<file path="config.mk">
export PLATFORM = sky130hd
export DESIGN_NAME = pid_controller_clamped_unit
export DESIGN_NICKNAME = d
export VERILOG_FILES = /design/src/rtl/pcc_pkg.sv /design/src/rtl/pcc_div.sv /design/src/rtl/pid_controller_clamped_unit.sv
export SDC_FILE = /design/constraint.sdc
export NUM_CORES = 2
export LEC_CHECK = 0
export BUFFER_PORTS_ARGS = -buffer_cell sky130_fd_sc_hd__buf_2
export CORE_MARGIN = 10
export CORE_UTILIZATION = 50
export CTS_CLUSTER_SIZE = 10
export DETAILED_ROUTE_END_ITERATION = 16
export MAX_ROUTING_LAYER = met4
export PLACE_DENSITY = 0.7
export SLEW_MARGIN = 20
export SYNTH_ARGS = -nofsm -noshare
export SYNTH_HDL_FRONTEND = slang
export SYNTH_SLANG_ARGS = --single-unit
export TNS_END_PERCENT = 100
</file>
<file path="constraint.sdc">
create_clock -name i_clk -period 13.8 [get_ports i_clk]
set_clock_uncertainty 0.15 [all_clocks]
set_input_delay 0.69 -clock i_clk [delete_from_list [all_inputs] [get_ports i_clk]]
set_output_delay 0.69 -clock i_clk [all_outputs]
set_load 0.01 [all_outputs]
</file>
<file path="src/rtl/pcc_pkg.sv">
// shared constants, codes and types of the clamped pid controller
// no dependencies; imported by every module of the block
`timescale 1ns / 1ps
`default_nettype none

package pcc_pkg;

    // item operation codes
    localparam logic OP_STEP  = 1'b0;
    localparam logic OP_CLEAR = 1'b1;

    // configuration port
    localparam int APB_DW = 64;
    localparam int APB_AW = 6;
    localparam int CFG_IDX_W = 3;
    localparam logic [CFG_IDX_W-1:0] CFG_GAIN_P      = 3'd0;
    localparam logic [CFG_IDX_W-1:0] CFG_GAIN_I      = 3'd1;
    localparam logic [CFG_IDX_W-1:0] CFG_GAIN_D      = 3'd2;
    localparam logic [CFG_IDX_W-1:0] CFG_DERIV_LIMIT = 3'd3;
    localparam logic [CFG_IDX_W-1:0] CFG_INTEG_LIMIT = 3'd4;
    localparam logic [CFG_IDX_W-1:0] CFG_DRIVE_MAX   = 3'd5;
    localparam logic [CFG_IDX_W-1:0] CFG_DRIVE_MIN   = 3'd6;

    // datapath widths
    localparam int VAL_W   = 16;
    localparam int GAIN_W  = 24;
    localparam int DLIM_W  = 24;
    localparam int ILIM_W  = 47;
    localparam int ERR_W   = 17;
    localparam int DELTA_W = 18;
    localparam int DIFF_W  = 25;
    localparam int INTEG_W = 48;
    localparam int MUL_W   = 25;
    localparam int PROD_W  = 2 * MUL_W;
    localparam int ACC_W   = 64;
    localparam int IQ_W    = 39;
    localparam int IQ_LO_W = 19;
    localparam int FRAC_SHIFT = 16;

    localparam logic [VAL_W-1:0] MS_PER_SEC = 16'd1000;

    // iterative divider
    localparam int DIV_W      = 48;
    localparam int DIV_DVS_W  = 16;
    localparam int DIV_RADIX  = 4;
    localparam int DIV_STEPS  = DIV_W / DIV_RADIX;
    localparam int DIV_CNT_W  = $clog2(DIV_STEPS + 1);

    typedef struct packed {
        logic             done;
        logic [DIV_W-1:0] quot;
    } t_div_res;

endpackage

`default_nettype wire

</file>
<file path="src/rtl/pcc_div.sv">
// iterative unsigned divider, restoring, several quotient bits per cycle
// depends on pcc_pkg
`timescale 1ns / 1ps
`default_nettype none

module pcc_div (
    input  wire                          i_clk,
    input  wire                          i_rst_n,
    input  wire                          i_start,
    input  wire [pcc_pkg::DIV_W-1:0]     i_dividend,
    input  wire [pcc_pkg::DIV_DVS_W-1:0] i_divisor,
    output pcc_pkg::t_div_res            o_res
);
    import pcc_pkg::*;

    logic                 r_busy;
    logic                 r_done;
    logic [DIV_CNT_W-1:0] r_cnt;
    logic [DIV_DVS_W-1:0] r_rem;
    logic [DIV_W-1:0]     r_quo;
    logic [DIV_DVS_W-1:0] r_dvs;

    logic [DIV_DVS_W-1:0] n_rem;
    logic [DIV_W-1:0]     n_quo;
    logic [DIV_DVS_W:0]   sh;

    // DIV_RADIX restoring steps per cycle
    always_comb begin
        n_rem = r_rem;
        n_quo = r_quo;
        sh    = '0;
        for (int k = 0; k < DIV_RADIX; k++) begin
            sh    = {n_rem, n_quo[DIV_W-1]};
            n_quo = {n_quo[DIV_W-2:0], 1'b0};
            if (sh >= {1'b0, r_dvs}) begin
                n_rem    = DIV_DVS_W'(sh - {1'b0, r_dvs});
                n_quo[0] = 1'b1;
            end else begin
                n_rem = sh[DIV_DVS_W-1:0];
            end
        end
    end

    always_ff @(posedge i_clk) begin
        if (!i_rst_n) begin
            r_busy <= 1'b0;
            r_done <= 1'b0;
            r_cnt  <= '0;
        end else begin
            r_done <= 1'b0;
            if (i_start) begin
                r_busy <= 1'b1;
                r_cnt  <= DIV_CNT_W'(DIV_STEPS);
            end else if (r_busy) begin
                r_cnt <= r_cnt - 1'b1;
                if (r_cnt == DIV_CNT_W'(1)) begin
                    r_busy <= 1'b0;
                    r_done <= 1'b1;
                end
            end
        end
    end

    always_ff @(posedge i_clk) begin
        if (i_start) begin
            r_rem <= '0;
            r_quo <= i_dividend;
            r_dvs <= i_divisor;
        end else if (r_busy) begin
            r_rem <= n_rem;
            r_quo <= n_quo;
        end
    end

    assign o_res.done = r_done;
    assign o_res.quot = r_quo;

endmodule

`default_nettype wire

</file>
<file path="src/rtl/pid_controller_clamped_unit.sv">
// clamped pid controller step: sequencer, shared multiplier, state and config registers
// depends on pcc_pkg and pcc_div
`timescale 1ns / 1ps
`default_nettype none

// usage
// - input channel i_valid / o_stall carries one item: i_operation, i_set_point,
//   i_measured_value, i_step_ms; an item is taken at an edge with valid high, stall low
// - a step item yields one result (o_drive, o_drive_clamped) on o_valid / i_stall;
//   a clear item zeroes integral and previous error, re-arms the first step flag,
//   and yields no result
// - a step item keeps o_stall high until its result is loaded into the output
//   register, so no new item is taken before then; that time is set by two passes
//   through the 4-bit-per-cycle divider (derivative over step_ms, then integral over
//   1000) and six uses of the single 25x25 multiplier
// - a clear item is absorbed in the accepting cycle; o_stall stays low
// - a finished result waits in an output register; the block takes new items while
//   it waits, and only the final load of the next result holds off if i_stall is high
// - reset (synchronous, active low) empties the output, zeroes the controller state,
//   sets the first step flag and returns the configuration registers to their reset values
// - registers sit at byte address 8*index on the 64-bit apb port; write only while idle

module pid_controller_clamped_unit (
    input  wire                          i_clk,
    input  wire                          i_rst_n,
    // input channel
    input  wire                          i_valid,
    output logic                         o_stall,
    input  wire                          i_operation,
    input  wire  [pcc_pkg::VAL_W-1:0]    i_set_point,
    input  wire  [pcc_pkg::VAL_W-1:0]    i_measured_value,
    input  wire  [pcc_pkg::VAL_W-1:0]    i_step_ms,
    // output channel
    output logic                         o_valid,
    input  wire                          i_stall,
    output logic [pcc_pkg::VAL_W-1:0]    o_drive,
    output logic                         o_drive_clamped,
    // configuration port
    input  wire                          psel,
    input  wire                          penable,
    input  wire                          pwrite,
    input  wire  [pcc_pkg::APB_AW-1:0]   paddr,
    input  wire  [pcc_pkg::APB_DW-1:0]   pwdata,
    output logic [pcc_pkg::APB_DW-1:0]   prdata,
    output logic                         pready
);
    import pcc_pkg::*;

    typedef enum logic [11:0] {
        S_IDLE  = 12'b0000_0000_0001,
        S_MDEL  = 12'b0000_0000_0010,  // delta * 1000
        S_MINT  = 12'b0000_0000_0100,  // previous error * dt, start derivative divide
        S_UPDI  = 12'b0000_0000_1000,  // integral update and clamp
        S_WDIV1 = 12'b0000_0001_0000,  // wait derivative quotient, start integral / 1000
        S_WDIV2 = 12'b0000_0010_0000,  // wait integral quotient
        S_MP    = 12'b0000_0100_0000,  // gain_p * error
        S_MD    = 12'b0000_1000_0000,  // gain_d * derivative
        S_MIL   = 12'b0001_0000_0000,  // gain_i * low part of integral / 1000
        S_MIH   = 12'b0010_0000_0000,  // gain_i * high part
        S_ACC   = 12'b0100_0000_0000,  // last accumulate
        S_OUT   = 12'b1000_0000_0000   // clamp and load output register
    } t_state;

    // configuration registers
    logic signed [GAIN_W-1:0] r_gain_p, r_gain_i, r_gain_d;
    logic [DLIM_W-1:0]        r_deriv_limit;
    logic [ILIM_W-1:0]        r_integ_limit;
    logic signed [VAL_W-1:0]  r_drive_max, r_drive_min;

    // controller state
    logic signed [INTEG_W-1:0] r_integ;
    logic signed [ERR_W-1:0]   r_prev_err;
    logic                      r_first;

    // per-item working registers
    t_state                    r_state, n_state;
    logic signed [ERR_W-1:0]   r_err;
    logic [VAL_W-1:0]          r_dt;
    logic                      r_skip;
    logic                      r_dneg, r_dnz;
    logic                      r_ineg;
    logic signed [DIFF_W-1:0]  r_diff;
    logic signed [IQ_W-1:0]    r_iq;
    logic signed [PROD_W-1:0]  r_prod;
    logic signed [ACC_W-1:0]   r_acc;

    // output register
    logic                      r_out_vld;
    logic [VAL_W-1:0]          r_drive;
    logic                      r_clamped;

    logic                      in_take;
    logic                      out_free;
    logic                      cfg_wr;
    logic [CFG_IDX_W-1:0]      cfg_idx;

    logic signed [DELTA_W-1:0] delta;
    logic signed [MUL_W-1:0]   mul_a, mul_b;
    logic [PROD_W-1:0]         prod_abs;
    logic [INTEG_W-1:0]        integ_abs;
    logic signed [INTEG_W:0]   isum, ilim, isat;
    logic [DIV_W-1:0]          dmag;
    logic signed [DIFF_W-1:0]  diff_val;
    logic signed [IQ_W-1:0]    iq_val;
    logic signed [ACC_W-1:0]   prod_ext;
    logic signed [ACC_W-FRAC_SHIFT-1:0] drive_w, dmax_w, dmin_w;

    logic                      div_start;
    logic [DIV_W-1:0]          div_dividend;
    logic [DIV_DVS_W-1:0]      div_divisor;
    t_div_res                  div_res;

    assign pready   = 1'b1;
    assign cfg_wr   = psel && penable && pwrite && pready;
    assign cfg_idx  = paddr[APB_AW-1:APB_AW-CFG_IDX_W];

    assign o_stall  = (r_state != S_IDLE);
    assign in_take  = i_valid && !o_stall;
    assign out_free = !r_out_vld || !i_stall;

    assign o_valid         = r_out_vld;
    assign o_drive         = r_drive;
    assign o_drive_clamped = r_clamped;

    // ---------------- configuration ----------------
    always_ff @(posedge i_clk) begin
        if (!i_rst_n) begin
            r_gain_p      <= '0;
            r_gain_i      <= '0;
            r_gain_d      <= '0;
            r_deriv_limit <= '1;
            r_integ_limit <= '1;
            r_drive_max   <= {1'b0, {(VAL_W-1){1'b1}}};
            r_drive_min   <= {1'b1, {(VAL_W-1){1'b0}}};
        end else if (cfg_wr) begin
            case (cfg_idx)
                CFG_GAIN_P:      r_gain_p      <= pwdata[GAIN_W-1:0];
                CFG_GAIN_I:      r_gain_i      <= pwdata[GAIN_W-1:0];
                CFG_GAIN_D:      r_gain_d      <= pwdata[GAIN_W-1:0];
                CFG_DERIV_LIMIT: r_deriv_limit <= pwdata[DLIM_W-1:0];
                CFG_INTEG_LIMIT: r_integ_limit <= pwdata[ILIM_W-1:0];
                CFG_DRIVE_MAX:   r_drive_max   <= pwdata[VAL_W-1:0];
                CFG_DRIVE_MIN:   r_drive_min   <= pwdata[VAL_W-1:0];
                default: ;
            endcase
        end
    end

    // read back, zero-extended
    always_comb begin
        case (cfg_idx)
            CFG_GAIN_P:      prdata = APB_DW'(unsigned'(r_gain_p));
            CFG_GAIN_I:      prdata = APB_DW'(unsigned'(r_gain_i));
            CFG_GAIN_D:      prdata = APB_DW'(unsigned'(r_gain_d));
            CFG_DERIV_LIMIT: prdata = APB_DW'(r_deriv_limit);
            CFG_INTEG_LIMIT: prdata = APB_DW'(r_integ_limit);
            CFG_DRIVE_MAX:   prdata = APB_DW'(unsigned'(r_drive_max));
            CFG_DRIVE_MIN:   prdata = APB_DW'(unsigned'(r_drive_min));
            default:         prdata = '0;
        endcase
    end

    // ---------------- shared multiplier ----------------
    // operand select per sequencer step, product registered
    always_comb begin
        case (r_state)
            S_MDEL: begin
                mul_a = MUL_W'(delta);
                mul_b = $signed({{(MUL_W-VAL_W){1'b0}}, MS_PER_SEC});
            end
            S_MINT: begin
                mul_a = MUL_W'(r_prev_err);
                mul_b = $signed({{(MUL_W-VAL_W){1'b0}}, r_dt});
            end
            S_MP: begin
                mul_a = MUL_W'(r_gain_p);
                mul_b = MUL_W'(r_err);
            end
            S_MD: begin
                mul_a = MUL_W'(r_gain_d);
                mul_b = r_diff;
            end
            S_MIL: begin
                mul_a = MUL_W'(r_gain_i);
                mul_b = $signed({{(MUL_W-IQ_LO_W){1'b0}}, r_iq[IQ_LO_W-1:0]});
            end
            S_MIH: begin
                mul_a = MUL_W'(r_gain_i);
                mul_b = MUL_W'($signed(r_iq[IQ_W-1:IQ_LO_W]));
            end
            default: begin
                mul_a = '0;
                mul_b = '0;
            end
        endcase
    end

    always_ff @(posedge i_clk) begin
        r_prod <= mul_a * mul_b;
    end

    // ---------------- datapath helpers ----------------
    assign delta     = DELTA_W'(r_err) - DELTA_W'(r_prev_err);
    assign prod_abs  = r_prod[PROD_W-1] ? PROD_W'(-r_prod) : PROD_W'(r_prod);
    assign integ_abs = r_integ[INTEG_W-1] ? INTEG_W'(-r_integ) : INTEG_W'(r_integ);

    // integral: add previous error * dt, clamp symmetric to the limit
    assign isum = (INTEG_W+1)'(r_integ) + $signed(r_prod[INTEG_W:0]);
    assign ilim = $signed({2'b00, r_integ_limit});
    always_comb begin
        if (isum > ilim) begin
            isat = ilim;
        end else if (isum < -ilim) begin
            isat = -ilim;
        end else begin
            isat = isum;
        end
    end

    // derivative magnitude from quotient, then sign of delta
    always_comb begin
        if (r_dt == '0) begin
            dmag = r_dnz ? DIV_W'(r_deriv_limit) : '0;
        end else if (div_res.quot > DIV_W'(r_deriv_limit)) begin
            dmag = DIV_W'(r_deriv_limit);
        end else begin
            dmag = div_res.quot;
        end
        if (r_skip) begin
            diff_val = '0;
        end else if (r_dneg) begin
            diff_val = -$signed(DIFF_W'(dmag));
        end else begin
            diff_val = $signed(DIFF_W'(dmag));
        end
    end

    // integral / 1000, truncated toward zero
    assign iq_val = r_ineg ? -$signed(IQ_W'(div_res.quot)) : $signed(IQ_W'(div_res.quot));

    // product sign-extended for accumulation
    assign prod_ext = ACC_W'(r_prod);

    // floor to Q8.8 is an arithmetic shift; clamp against sign-extended bounds
    assign drive_w = r_acc[ACC_W-1:FRAC_SHIFT];
    assign dmax_w  = (ACC_W-FRAC_SHIFT)'(r_drive_max);
    assign dmin_w  = (ACC_W-FRAC_SHIFT)'(r_drive_min);

    // ---------------- shared divider ----------------
    always_comb begin
        div_start    = 1'b0;
        div_dividend = prod_abs[DIV_W-1:0];
        div_divisor  = r_dt;
        case (r_state)
            S_MINT: begin
                div_start = 1'b1;
            end
            S_WDIV1: begin
                div_start    = div_res.done;
                div_dividend = integ_abs;
                div_divisor  = MS_PER_SEC;
            end
            default: ;
        endcase
    end

    pcc_div u_div (
        .i_clk      (i_clk),
        .i_rst_n    (i_rst_n),
        .i_start    (div_start),
        .i_dividend (div_dividend),
        .i_divisor  (div_divisor),
        .o_res      (div_res)
    );

    // ---------------- sequencer ----------------
    always_comb begin
        n_state = r_state;
        case (r_state)
            S_IDLE:  if (in_take && i_operation == OP_STEP) n_state = S_MDEL;
            S_MDEL:  n_state = S_MINT;
            S_MINT:  n_state = S_UPDI;
            S_UPDI:  n_state = S_WDIV1;
            S_WDIV1: if (div_res.done) n_state = S_WDIV2;
            S_WDIV2: if (div_res.done) n_state = S_MP;
            S_MP:    n_state = S_MD;
            S_MD:    n_state = S_MIL;
            S_MIL:   n_state = S_MIH;
            S_MIH:   n_state = S_ACC;
            S_ACC:   n_state = S_OUT;
            S_OUT:   if (out_free) n_state = S_IDLE;
            default: n_state = S_IDLE;
        endcase
    end

    // control and controller state
    always_ff @(posedge i_clk) begin
        if (!i_rst_n) begin
            r_state    <= S_IDLE;
            r_integ    <= '0;
            r_prev_err <= '0;
            r_first    <= 1'b1;
            r_out_vld  <= 1'b0;
        end else begin
            r_state <= n_state;
            if (in_take && i_operation == OP_CLEAR) begin
                r_integ    <= '0;
                r_prev_err <= '0;
                r_first    <= 1'b1;
            end
            if (r_state == S_UPDI) begin
                r_integ    <= r_skip ? '0 : INTEG_W'(isat);
                r_prev_err <= r_err;
                r_first    <= 1'b0;
            end
            if (r_state == S_OUT && out_free) begin
                r_out_vld <= 1'b1;
            end else if (!i_stall) begin
                r_out_vld <= 1'b0;
            end
        end
    end

    // per-item payload
    always_ff @(posedge i_clk) begin
        if (in_take) begin
            r_err  <= ERR_W'($signed(i_set_point)) - ERR_W'($signed(i_measured_value));
            r_dt   <= i_step_ms;
            r_skip <= r_first;
        end
        if (r_state == S_MDEL) begin
            r_dneg <= delta[DELTA_W-1];
            r_dnz  <= (delta != '0);
        end
        if (r_state == S_WDIV1 && div_res.done) begin
            r_diff <= diff_val;
            r_ineg <= r_integ[INTEG_W-1];
        end
        if (r_state == S_WDIV2 && div_res.done) begin
            r_iq <= iq_val;
        end
        case (r_state)
            S_MD:    r_acc <= prod_ext;
            S_MIL:   r_acc <= r_acc + prod_ext;
            S_MIH:   r_acc <= r_acc + prod_ext;
            S_ACC:   r_acc <= r_acc + (prod_ext <<< IQ_LO_W);
            default: ;
        endcase
        if (r_state == S_OUT && out_free) begin
            if (drive_w > dmax_w) begin
                r_drive   <= r_drive_max;
                r_clamped <= 1'b1;
            end else if (drive_w < dmin_w) begin
                r_drive   <= r_drive_min;
                r_clamped <= 1'b1;
            end else begin
                r_drive   <= drive_w[VAL_W-1:0];
                r_clamped <= 1'b0;
            end
        end
    end

endmodule

`default_nettype wire

</file>
### Word-level counts from Yosys, hierarchy flattened

Cells that the tools add are included.

| operators by class | value |
|---|---|
| reductions and logical operators | 29 |
| equal/unequal tests | 25 |
| add/subtract/negate cells | 15 |
| order comparisons | 9 |
| multiplexer cells | 48 |
| multiply operators | 1 |
| bitwise gates (word level) | 3 |

Operator list:

| cell | number |
|---|---|
| 48-bit two-way mux | 10 |
| 47-bit one-hot mux with 7 select lines | 1 |
| 64-bit one-hot mux with 3 select lines | 1 |
| 25-bit one-hot mux with 6 select lines | 1 |
| 12-bit one-hot mux with 12 select lines | 1 |
| 25-bit one-hot mux with 5 select lines | 1 |
| 16-bit two-way mux | 6 |
| 48-bit negation | 2 |
| 25-bit two-way mux | 3 |
| 17-bit by 16-bit >= comparator with 1-bit output | 4 |
| 64-bit by 50-bit adder with 64-bit output | 1 |
| 64-bit adder | 1 |
| 16-bit subtractor | 4 |
| 25-bit by 25-bit multiplier with 50-bit output | 1 |
| 48-bit by 49-bit adder with 49-bit output | 1 |
| 49-bit by 48-bit > comparator with 1-bit output | 1 |
| 49-bit less-than comparator | 1 |
| 47-bit negation with 49-bit output | 1 |
| 48-bit by 16-bit > comparator with 1-bit output | 1 |
| 48-bit by 24-bit > comparator with 1-bit output | 1 |
| 48-bit by 16-bit less-than comparator with 1-bit output | 1 |
| 12-bit two-way mux | 4 |
| 39-bit two-way mux | 1 |
| 39-bit negation | 1 |
| 41 further kinds | 80 |

| word-level totals | value |
|---|---|
| register bits after elaboration | 572 |
| word-level logic and storage cells | 161 |
| bits of input ports | 126 |
| output and inout port bits | 84 |

### Longest topological paths before layout

| depth | value |
|---|---|
| depth after elaboration | 10 |
| gate-level depth with buffers | 48 |
| gate-level depth less buffers | 44 |

### Cells and area by module

Synthesis repeated with hierarchy kept, for this count alone.

| unflattened totals | value |
|---|---|
| cells, all modules | 8394 |
| area, all modules | 70757.9 um^2 |

Modules (own cells, without submodules):

| module | area an instance (um^2) | instances | cells each | sequential area each (um^2) |
|---|---|---|---|---|
| pid_controller_clamped_unit | 63589.7 | 1 | 7646 | 11551.1 |
| pcc_div | 7168.1 | 1 | 748 | 2362.3 |

### Worst setup path after synthesis

Ideal clock, no wire load.

| path | value |
|---|---|
| path kind | reg2reg |
| start point | register u_div.r_dvs[1] |
| end point | register u_div.r_rem[11] |
| clock period less this slack | 10.560 ns |
| stages on the path, launching flop included | 47 |
| data required time | 13.518 ns |
| buffers on the path | 6 |
| setup slack | 3.240 ns |
| library setup time | 0.132 ns |
| data arrival time | 10.278 ns |
| path through | edfxtp_1 inv_1 ha_1 nor2b_1 o31a_1 o211a_1 nor3_1 clkbuf_1 clkbuf_1 nor2_1 a21oi_1 inv_1 ha_1 nor2b_1 o21a_1 nor3_1 o31ai_1 a21oi_1 [11 not listed] a311o_1 a31oi_1 clkbuf_1 clkbuf_1 mux2_2 ha_1 a21o_1 a21o_1 a21o_1 a22o_1 nor3_1 o21bai_1 a21o_1 a21o_1 a211oi_1 clkbuf_1 mux2i_1 a21oi_1 |

| on the way | value |
|---|---|
| word-level cells in the longest chain between the ends | 8 |
| elaborated cells between the ends (all ways) | 12 |
| classes of those cells | add/sub (4); order compare (4); mux (4) |

RTL lines:

| element | line | RTL |
|---|---|---|
| from (decl) | pcc_div.sv:21 | `logic [DIV_DVS_W-1:0] r_dvs;` |
| from (signal assigned) | pcc_div.sv:68 | `r_dvs <= i_divisor;` |
| 16-bit subtractor / 17-bit by 16-bit >= comparator with 1-bit output (equally long branches) | pcc_div.sv:36, pcc_div.sv:35 |  |
| 16-bit two-way mux | pcc_div.sv:35 | `if (sh >= {1'b0, r_dvs}) begin` |
| 16-bit subtractor / 17-bit by 16-bit >= comparator with 1-bit output (equally long branches) | pcc_div.sv:36, pcc_div.sv:35 |  |
| 16-bit two-way mux | pcc_div.sv:35 |  |
| 16-bit subtractor / 17-bit by 16-bit >= comparator with 1-bit output (equally long branches) | pcc_div.sv:36, pcc_div.sv:35 |  |
| 16-bit two-way mux | pcc_div.sv:35 |  |
| 16-bit subtractor / 17-bit by 16-bit >= comparator with 1-bit output (equally long branches) | pcc_div.sv:36, pcc_div.sv:35 |  |
| 16-bit two-way mux (*) | pcc_div.sv:35 |  |
| to (signal assigned) | pcc_div.sv:70 | `r_rem <= n_rem;` |
| to (decl) | pcc_div.sv:19 | `logic [DIV_DVS_W-1:0] r_rem;` |

Every way passes the cells marked *; elsewhere a longest branch is shown, timed or not.
A chain may end at the register's enable or synchronous reset.

### Worst setup path in the final report

| path | value |
|---|---|
| start point | register u_div.r_dvs[8] |
| end point | register u_div.r_rem[15] |

The elaborated chain is that of the path after synthesis.

==> results.toml <==
[cells_and_area]
drive_above_1_share_pct = 7.05
nNetsFinal = 9642
syn_to_final_growth_pct = 7.57
fin_area_mm2 = 0.0747

[clocking]
cts-resized-gates = 0
post_cts_buffers = 0
numCtsBuffers = 72
cts_root_buffer = "clkbuf_16"
htreeDepth = 3
cts_tree = "done"
clk_latency_ns = 0.70
clk_pin_slew_ns = 0.06
cts_hold_buf = 0
clockBufferDepth = 3
cts.sinks = 572

[synth]
async_flop_share_pct = 0
yosysTopAreaCell = "fa_1"
avgSynthCellArea_um2 = 8.43
yosys-top-cells-area = "fa_1 19%, ha_1 11%, edfxtp_1 11%"
syn_inst = 8236
ys_types = 92
netlist.area_leader.share_pct = 18.8
syn_area_mm2 = 0.0695
synth_edf_count = 246
synth.most_common_cell = "nand2_1"
synth_seq_cells = 572
ys_seq_area_share_pct = 20.0
synth_ff_type = "dfxtp_1"
synth_warnings = 0
synth_common_cells = "1126 x nand2_1, 947 x inv_1, 651 x fa_1"

[sta]
setup_slack_ns = 1.68
finalHoldViolations = 0
hold_slack_ns = 0.0375
period_needed_ns = 12.12
timing.setup.tns_ns = 0
worstMarginPinSlew_ns = 1.26
rsz0062_at_grt = "no"
relSlewSlack_pct = 15.4
max_freq_mhz = 82.5
maxSlewViolCount = 0
period_share_pct = 87.8
finalSetupViolCount = 0

[flow_run]
max_cap_violations = 0

[floorplan]
placeableCoreArea_mm2 = 0.138
die_h_um = 393
dieWidth_um = 393
ios = 210
initial_core_util_pct = 50.4
dieArea_mm2 = 0.154
row_count = 136

[setup_path]
rrSetupSlack_ns = 1.68
r2r_cells = 41
regToRegStartpoint = "u_div.r_dvs[8]"
critPathRequiredTime_ns = 14.20
critPathKind = "flop to flop"
worstPathMaxFanout = 18
r2r_end = "u_div.r_rem[15]"
start_kind = "flop"
cp-end-kind = "flop"
cpPeakStageDelay_ns = 0.90
worstPathArrival_ns = 12.52
cp_slowest_cell = "a211oi_4"

[global_routing]
grt_pass1_vias = 61200
grt_start_max_net_pins = 97
grt_pass1_wl_um = 394000
antenna_found_initial = 19
grt_usage_pct = 34.9
grt-ovfl-total = 0

[power_and_ir_drop]
ir_drop_v = 0.000418
p_leak_nw = 34.5
total_power_mw = 8.92
power_density_mw_per_mm2 = 119

[placement]
portBuffers = 171
place_ws_ns = 1.86
placed_cell_area_mm2 = 0.0724
place_congestion = 1.06
dp_hpwl_um = 207000

[routing]
avgViaCountPerCell = 6.27
post_drt_wl_per_cell_um = 26.3
dr_total_vias = 63400
antenna_left = 0
dr.pass1.iters = 9
first_iter_violations = 6913
finalWirelength_um = 266000
drc = 0

[run_status]
status = "finished clean"

[hold_path]
worstHoldStart = "i_step_ms[5]"
timing.hold.worst_endpoint = "r_dt[5]"
min_path_type = "primary input to flop"
hold_depth = 1
## critical path: cells and delay by family, from the launching register on
kind	cells	cell delay [ns]
compound gates	20	5.88
fa+ha+maj	4	1.29
buf+inv	6	1.53
flops	1	0.36
mux	3	0.96
simple gates	8	1.80
## registers in the layout, indices dropped and copies added (netlist names), 4 cells and up
name	flops
r_acc	64
r_prod	50
r_integ	48
u_div.r_quo	48
r_integ_limit	47
r_iq	39
r_diff	25
r_deriv_limit	24
r_gain_d	24
r_gain_i	24
r_gain_p	24
r_err	17
r_prev_err	17
o_drive	16
r_drive_max	16
r_drive_min	16
r_dt	16
u_div.r_dvs	16
u_div.r_rem	16
r_state	12
u_div.r_cnt	4
## layer usage
metal | GRT usage, % | vias to the layer above | wire (µm)
met2 | 49.3 | 3408 | 111000
met4 | 14.9 | 0 | 13500
met5 | - | - | 0
met3 | 9.34 | 596 | 31500
li1 | - | 28300 | -
met1 | 46.8 | 31100 | 110000
## power by group
part	total, mW	internal, mW	switching (mW)
clock	1.88	1.06	0.819
sequential	1.90	1.83	0.0747
combinational	5.13	2.20	2.94
total	8.92	5.09	3.83
## layout by cell type, fill, tap and decap left out, types with 142 or more instances in the layout
master       n
a21o_1     227
nor2_1     533
edfxtp_1   246
buf_2      169
ha_1       613
fa_1       651
o21ai_0    425
dfxtp_1    324
nand2_1   1125
a21oi_1    492
inv_1      946
nor3_1     142
xnor2_1    315
buf_4      159
## cells by family after synthesis
family / after synthesis / share of synthesized area, %
simple gates: 2517 / 16.6
compound gates: 1923 / 17.9
buf+inv: 1352 / 7.42
fa+ha+maj: 1264 / 29.8
flops: 572 / 20.0
xor+xnor: 447 / 5.64
mux: 159 / 2.61
other cells: 2 / 0.0108
## worst max-delay path by stage
stage / startpoint / end / slack, ns / cells after the start
after floorplan: u_div.r_dvs[1] / u_div.r_rem[11] / 3.24 / 46
after global placement: u_div.r_dvs[1] / u_div.r_rem[15] / 1.86 / 42
after detailed placement: u_div.r_dvs[1] / u_div.r_rem[15] / 1.86 / 42
after CTS: u_div.r_dvs[1] / u_div.r_rem[15] / 1.76 / 42
after global routing: u_div.r_dvs[1] / u_div.r_rem[12] / 0.62 / 42
final: u_div.r_dvs[8] / u_div.r_rem[15] / 1.68 / 41
## metrics by stage
step	cells	utilization (%)
global placement	9970	52.5
CTS	10100	54.2
global route	10100	54.2
finish	10100	54.2
detailed placement	9971	52.5
floorplan	8252	-
## final cells by class
class,count,area (µm²)
Fill cell,12700,63100
Multi-Input combinational cell,6328,50700
Sequential cell,572,13900
Inverter,949,3560
Tap cell,1794,2240
Clock buffer,110,2090
Timing Repair Buffer,329,2050
Clock inverter,12,143
Antenna cell,11,27.5
Note: power is estimated with default switching activity, not from simulation.
